**src/hw/rtl/sccb_pkg.sv**
```systemverilog
// sccb_pkg: shared types, codes and constants of the camera control bus master
package sccb_pkg;

    localparam int unsigned ADDR_W = 7;
    localparam int unsigned BYTE_W = 8;
    localparam int unsigned BIT_COUNT_W = 4;

    localparam logic [ADDR_W-1:0] DEVICE_ADDRESS_RESET = 7'd48;
    localparam logic [BIT_COUNT_W-1:0] LAST_HALF_BIT = 4'd15;

    // transaction kinds
    localparam logic CMD_WRITE = 1'b0;
    localparam logic CMD_READ  = 1'b1;

    // which byte of the transaction is on the bus
    typedef enum logic [1:0] {
        BYTE_ADDR = 2'd0,
        BYTE_REG  = 2'd1,
        BYTE_DATA = 2'd2,
        BYTE_DONE = 2'd3
    } byte_pos_t;

    typedef enum logic [6:0] {
        PH_IDLE     = 7'b0000001,
        PH_START    = 7'b0000010,
        PH_SEND     = 7'b0000100,
        PH_ACK      = 7'b0001000,
        PH_STOP     = 7'b0010000,
        PH_RECV     = 7'b0100000,
        PH_RECV_END = 7'b1000000
    } phase_t;

    typedef struct packed {
        logic              request;
        logic              command;
        logic [BYTE_W-1:0] register_index;
        logic [BYTE_W-1:0] write_value;
        logic              sda_sample;
    } sccb_in_t;

    typedef struct packed {
        logic              scl_level;
        logic              sda_level;
        logic              busy_res;
        logic [BYTE_W-1:0] read_byte;
        logic              read_done;
    } sccb_out_t;

endpackage

```
**src/hw/rtl/sccb_register_master.sv**
```systemverilog
// sccb_register_master: camera control bus register master, top level
//
// One request on the s_ channel is one bus timing tick (nominally 10 us). A tick
// whose request bit is set starts a register write or read if the master is idle,
// and is ignored otherwise. Every tick produces exactly one request on the m_
// channel carrying the open-drain scl and sda levels for that tick (1 released,
// 0 pulled low), the busy flag, the receive shift register and a read-done pulse.
// A write transaction (start, address, register, data, stop) spans 59 ticks; a
// read (address and register, stop, restart with address|1, eight data bits,
// nack, stop) spans 84 ticks. The acknowledge bits are not checked. Throughput is
// one tick per clock while the receiver keeps m_ready high: a tick is held in the
// input register, the sequencer steps on it as it moves into the output register,
// and both stages hold under backpressure.
// device_address is written through the cfg_ port, which is always ready; write
// it only while no ticks are in flight. The read address is taken from it when
// the restart begins.
module sccb_register_master (
    input  logic                        aclk,
    input  logic                        aresetn,

    // tick input
    input  logic                        s_valid,
    output logic                        s_ready,
    input  sccb_pkg::sccb_in_t          s_data,

    // per-tick line levels and status
    output logic                        m_valid,
    input  logic                        m_ready,
    output sccb_pkg::sccb_out_t         m_data,

    // device address register
    input  logic                        cfg_valid,
    output logic                        cfg_ready,
    input  logic [sccb_pkg::ADDR_W-1:0] cfg_data
);
    import sccb_pkg::*;

    // input stage
    logic      in_valid_reg, in_valid_next;
    sccb_in_t  in_data_reg;

    // output stage
    logic      out_valid_reg, out_valid_next;
    sccb_out_t out_data_reg;

    // configuration
    logic [ADDR_W-1:0] dev_addr_reg, dev_addr_next;

    logic      advance;
    sccb_out_t step_result;

    // a held tick moves on whenever the output register is free or being drained
    assign advance   = in_valid_reg && (!out_valid_reg || m_ready);
    assign s_ready   = !in_valid_reg || advance;
    assign cfg_ready = 1'b1;

    always_comb begin
        in_valid_next  = s_ready ? s_valid : in_valid_reg;
        out_valid_next = advance ? 1'b1 : (out_valid_reg && !m_ready);
        dev_addr_next  = (cfg_valid && cfg_ready) ? cfg_data : dev_addr_reg;
    end

    sccb_sequencer u_sequencer (
        .aclk           (aclk),
        .aresetn        (aresetn),
        .step_en        (advance),
        .device_address (dev_addr_reg),
        .item           (in_data_reg),
        .result         (step_result)
    );

    always_ff @(posedge aclk) begin
        if (!aresetn) begin
            in_valid_reg  <= 1'b0;
            out_valid_reg <= 1'b0;
            dev_addr_reg  <= DEVICE_ADDRESS_RESET;
        end else begin
            in_valid_reg  <= in_valid_next;
            out_valid_reg <= out_valid_next;
            dev_addr_reg  <= dev_addr_next;
        end
    end

    // payload registers, no reset needed
    always_ff @(posedge aclk) begin
        if (s_valid && s_ready) begin
            in_data_reg <= s_data;
        end
        if (advance) begin
            out_data_reg <= step_result;
        end
    end

    assign m_valid = out_valid_reg;
    assign m_data  = out_data_reg;

endmodule

```
**src/hw/rtl/sccb_sequencer.sv**
```systemverilog
// sccb_sequencer: bus sequencer state and the per-tick pin step logic
module sccb_sequencer (
    input  logic                                aclk,
    input  logic                                aresetn,
    input  logic                                step_en,
    input  logic [sccb_pkg::ADDR_W-1:0]         device_address,
    input  sccb_pkg::sccb_in_t                  item,
    output sccb_pkg::sccb_out_t                 result
);
    import sccb_pkg::*;

    phase_t                 phase_reg, phase_next;
    logic [BIT_COUNT_W-1:0] bit_count_reg, bit_count_next;
    logic [BYTE_W-1:0]      shift_reg, shift_next;
    byte_pos_t              byte_pos_reg, byte_pos_next;
    logic                   cmd_reg, cmd_next;
    logic [BYTE_W-1:0]      reg_index_reg, reg_index_next;
    logic [BYTE_W-1:0]      value_reg, value_next;
    logic [BYTE_W-1:0]      assembled_reg, assembled_next;

    logic                   take_req;
    phase_t                 phase_cur;
    logic [BIT_COUNT_W-1:0] bc;
    logic [BIT_COUNT_W-1:0] bc_inc;
    logic                   scl, sda, busy, done;

    always_comb begin
        take_req = (phase_reg == PH_IDLE) && item.request;

        // a request taken on an idle tick already drives the first start tick
        phase_cur      = take_req ? PH_START : phase_reg;
        bc             = take_req ? '0 : bit_count_reg;
        shift_next     = take_req ? {device_address, 1'b0} : shift_reg;
        byte_pos_next  = take_req ? BYTE_ADDR : byte_pos_reg;
        cmd_next       = take_req ? item.command : cmd_reg;
        reg_index_next = take_req ? item.register_index : reg_index_reg;
        value_next     = take_req ? item.write_value : value_reg;
        assembled_next = assembled_reg;

        bc_inc         = bc + 1'b1;
        phase_next     = phase_cur;
        bit_count_next = bc_inc;

        scl  = 1'b1;
        sda  = 1'b1;
        busy = 1'b1;
        done = 1'b0;

        unique case (phase_cur)
            PH_IDLE: begin
                busy           = 1'b0;
                bit_count_next = bc;
            end
            PH_START: begin
                sda = (bc == '0);
                if (bc != '0) begin
                    phase_next     = PH_SEND;
                    bit_count_next = '0;
                end
            end
            PH_SEND: begin
                scl = bc[0];
                sda = shift_next[BYTE_W-1];
                if (bc[0]) begin
                    shift_next = {shift_next[BYTE_W-2:0], 1'b0};
                end
                if (bc == LAST_HALF_BIT) begin
                    phase_next     = PH_ACK;
                    bit_count_next = '0;
                end
            end
            PH_ACK: begin
                scl = bc[0];
                if (bc != '0) begin
                    bit_count_next = '0;
                    priority if (byte_pos_next == BYTE_ADDR) begin
                        byte_pos_next = BYTE_REG;
                        shift_next    = reg_index_next;
                        phase_next    = PH_SEND;
                    end else if (cmd_next == CMD_WRITE && byte_pos_next == BYTE_REG) begin
                        byte_pos_next = BYTE_DATA;
                        shift_next    = value_next;
                        phase_next    = PH_SEND;
                    end else if (cmd_next == CMD_READ && byte_pos_next == BYTE_DATA) begin
                        phase_next = PH_RECV;
                    end else begin
                        phase_next = PH_STOP;
                    end
                end
            end
            PH_STOP: begin
                scl = (bc != '0);
                sda = (bc >= 4'd2);
                if (bc >= 4'd2) begin
                    bit_count_next = '0;
                    // after the register phase of a read, restart with address|1
                    if (cmd_next == CMD_READ && byte_pos_next == BYTE_REG) begin
                        byte_pos_next = BYTE_DATA;
                        shift_next    = {device_address, 1'b1};
                        phase_next    = PH_START;
                    end else begin
                        done       = cmd_next;
                        phase_next = PH_IDLE;
                    end
                end
            end
            PH_RECV: begin
                scl = bc[0];
                if (bc[0]) begin
                    assembled_next = {assembled_reg[BYTE_W-2:0], item.sda_sample};
                end
                if (bc == LAST_HALF_BIT) begin
                    phase_next     = PH_RECV_END;
                    bit_count_next = '0;
                end
            end
            PH_RECV_END: begin
                // nack clock, then pull sda low ahead of the stop
                scl = (bc == 4'd1);
                sda = (bc < 4'd3);
                if (bc >= 4'd3) begin
                    byte_pos_next  = BYTE_DONE;
                    phase_next     = PH_STOP;
                    bit_count_next = '0;
                end
            end
            default: begin
                busy           = 1'b0;
                phase_next     = PH_IDLE;
                bit_count_next = '0;
            end
        endcase

        result.scl_level = scl;
        result.sda_level = sda;
        result.busy_res  = busy;
        result.read_byte = assembled_next;
        result.read_done = done;
    end

    always_ff @(posedge aclk) begin
        if (!aresetn) begin
            phase_reg     <= PH_IDLE;
            bit_count_reg <= '0;
            shift_reg     <= '0;
            byte_pos_reg  <= BYTE_ADDR;
            cmd_reg       <= CMD_WRITE;
            reg_index_reg <= '0;
            value_reg     <= '0;
            assembled_reg <= '0;
        end else if (step_en) begin
            phase_reg     <= phase_next;
            bit_count_reg <= bit_count_next;
            shift_reg     <= shift_next;
            byte_pos_reg  <= byte_pos_next;
            cmd_reg       <= cmd_next;
            reg_index_reg <= reg_index_next;
            value_reg     <= value_next;
            assembled_reg <= assembled_next;
        end
    end

endmodule

```
**config.mk**
```make
export PLATFORM = sky130hd
export DESIGN_NAME = sccb_register_master
export DESIGN_NICKNAME = d
export VERILOG_FILES = /design/src/hw/rtl/sccb_pkg.sv /design/src/hw/rtl/sccb_register_master.sv /design/src/hw/rtl/sccb_sequencer.sv
export SDC_FILE = /design/constraint.sdc
export NUM_CORES = 1
export LEC_CHECK = 0
export ABC_AREA = 1
export ABC_CLOCK_PERIOD_IN_PS = 2300
export BUFFER_PORTS_ARGS = -buffer_cell sky130_fd_sc_hd__buf_2
export CAP_MARGIN = 5
export CORE_MARGIN = 1.5
export CORE_UTILIZATION = 48
export DETAILED_ROUTE_END_ITERATION = 10
export PLACE_DENSITY = 0.7
export RECOVER_POWER = 50
export SLEW_MARGIN = 40
export SYNTH_ARGS = -nofsm -noshare
export SYNTH_HDL_FRONTEND = slang
export SYNTH_HIERARCHICAL = 1
export SYNTH_SLANG_ARGS = --single-unit
```
**constraint.sdc**
```tcl
create_clock -name aclk -period 2.3 [get_ports aclk]
set_input_delay 0.23 -clock aclk [delete_from_list [all_inputs] [get_ports aclk]]
set_output_delay 0.23 -clock aclk [all_outputs]
set_load 0.005 [all_outputs]
```
==> metrics <==
Fill cells=874; worst vdd ir=0.427 mV; Power per Cell Area=631 mW/mm^2; Max-Cap Viols=0; Core Area=0.00915 mm^2; Final Hold Fails=0; number of I/O port buffers=44; Die X=99.7 um; Worst Hold Endpoint=in_data_reg[10]; Post-CTS Repair Setup Buffers=0; critical path type=flip-flop to flip-flop; commonest non-fill, non-tap cell in the layout=nand2_1; crit path launch type=flip-flop; vias in the first global route=3719; min-delay src=s_data[10]; die height=99.7 um; Antenna Cells=0; most frequent cells in the layout=145 x nand2_1, 83 x inv_1, 61 x o21ai_0; root buffer cell=clkbuf_8; DIE AREA=0.00994 mm^2; Worst Hold Class=primary input to flip-flop; Max Freq=0.481 GHz; GRT Total Usage=0.224; WL/cell=13.7 um; post-synthesis net count=639; routed vias=4028; FF-to-FF setup slack=0.22 ns; crit path cell chain=inv_2 > nand2_2 > nor2_4 > nand3_2 > buf_4 > nand2_4 > nand2_4 > nand2_1 > inv_2 > nand3_2 > nand2_1 > nand3b_1 > nand2_1 > a21oi_1; CTS H-tree lvls=3; Worst path max stage delay=0.39 ns; fin crit period=2.08 ns; first-pass GRT wire length=17600 um; run status=finished, final reports clean; num rows=35; Final GP Congestion=0.918; skew final=0.0150 ns; most used cell, CP=nand2_1; Slew headroom=0.374; synthesized netlist cell count=606; Worst path slowest cell=dfxtp_1; total CTS buffers=9; RSZ-0062 raised after global routing=no; Netlist Area Pre-Place=0.00449 mm^2; Leak Pwr=2.28 nW; I/O pin total=46; drt via density=5.27; TritonCTS clock tree=done; initial antenna violation count=0; Worst Slack Setup Final=0.220 ns; Worst Path Max Fanout=17; DRC viols=0; Yosys warning count=6; sum of negative setup slack=0 ns; max reg flops=19; worst slack, placed=0.238 ns; FF+latch count, synth=86; Hold Crit Depth=1; 1st-iter DRT viols=286; clk sinks=86; Worst-path clk slew=0.09 ns; Critical Path RT=2.56 ns; worst reg2reg path depth=14; Bufs on Longest Clock Path=2; Async SR Flop Fraction=0; largest net degree at the start of global routing=47; Post-synth EDFFs=31; Syn Area/Cell=7.41 um^2; final setup vio count=0; worst slew pin tran=0.940 ns; Post-Route WL=10500 um; synth unique cells=38; share of the clock period used by the worst path=0.905; Seq/Total Area, Yosys=0.452; R2R Path End=u_sequencer/shift_reg[4]; drt pass-1 iters=4; Layout Nets=682; Slew Viols, Final=0; layout cells sized above 1=0.168; Remaining Overflow, GRT=0; DP HPWL=7570 um; crit path DAT=2.34 ns; Initial Util=0.491; Crit. End Element=flip-flop; reg-to-reg startpoint=u_sequencer/phase_reg[5]; Main synth FF type=dfxtp_1; worst skew pair latency=0.37 ns; DRT antenna net count=0; area added between synthesis and finish=11.5%
## worst max-delay path by stage
stage,cells past startpoint,endpoint,start
finish,14,u_sequencer/shift_reg[4],u_sequencer/phase_reg[5]
global route,14,u_sequencer/shift_reg[4],u_sequencer/phase_reg[1]
CTS,13,u_sequencer/shift_reg[4],u_sequencer/phase_reg[0]
detailed placement,14,u_sequencer/shift_reg[4],u_sequencer/phase_reg[5]
global placement,14,u_sequencer/shift_reg[0],u_sequencer/phase_reg[0]
floorplan,14,m_data[10],u_sequencer/phase_reg[0]
## where the power goes
group,total [mW],switching [mW],internal (mW)
Combinational,0.409,0.268,0.141
Clock,1.04,0.576,0.468
Sequential,1.71,0.0401,1.67
## critical path, delay by kind of cell (launching register included)
family          cells  cell delay [ns]
buf+inv             3             0.40
simple gates       10             1.12
flops               1             0.39
compound gates      1             0.06
## layer usage
metal  share of wire  up-vias  global-route usage
met5               0        -                   0
met4           0.019        0              0.0791
met3           0.047       17              0.0443
met2            0.49      110               0.384
met1            0.44     1846               0.280
li1                -     2055                   -
## through the flow
step / hold slack, ns / total power [mW] / instances / cell area, um^2 / util
2_1_floorplan: 0.314 / 2.03 / 606 / 4490 / -
5_1_grt: 0.0121 / 3.32 / 765 / 5010 / 0.547
3_3_place_gp: 0.406 / 2.14 / 749 / 4840 / 0.529
4_1_cts: 0.0255 / 3.19 / 765 / 5030 / 0.550
6_report: 0.0365 / 3.16 / 765 / 5010 / 0.547
3_5_place_dp: 0.408 / 2.15 / 749 / 4840 / 0.529
## layout make-up
| cell class | count | area (um^2) | area share |
|---|---|---|---|
| Clock inverter | 5 | 40.0 | 0.00800 |
| Tap cell | 111 | 139 | 0.0277 |
| Clock buffer | 11 | 153 | 0.0305 |
| Timing Repair Buffer | 57 | 328 | 0.0655 |
| Sequential cell | 86 | 2030 | 0.406 |
| Multi-Input combinational cell | 401 | 1960 | 0.392 |
| Inverter | 94 | 353 | 0.0705 |
## cells in the mapped netlist, drive strengths merged (2+ instances only)
master | count | area [um^2]
a21oi | 52 | 268
buf | 13 | 98.8
clkbuf | 12 | 45.0
dfxtp | 55 | 1100
edfxtp | 31 | 931
ha | 2 | 25.0
inv | 93 | 349
nand2 | 158 | 651
nand3 | 30 | 170
nand3b | 3 | 22.5
nand4 | 8 | 50.1
nor2 | 46 | 208
nor3 | 4 | 31.3
nor4 | 2 | 25.0
o21ai | 86 | 442
## kinds of logic after synthesis
group                      Yosys count  share of synthesized area
adders and majority gates            2                    0.00557
and+or+nand+nor                    253                      0.261
AOI/OAI and AO/OA                  145                      0.170
other                                1                   0.000835
buffers and inverters              119                      0.111
DFF                                 86                      0.452
## repair_timing
action	CTS	global route
setup endpoints to repair	0	1
hold buffers	0	0
gates resized for setup	0	1
(Power assumes the default switching activity.)
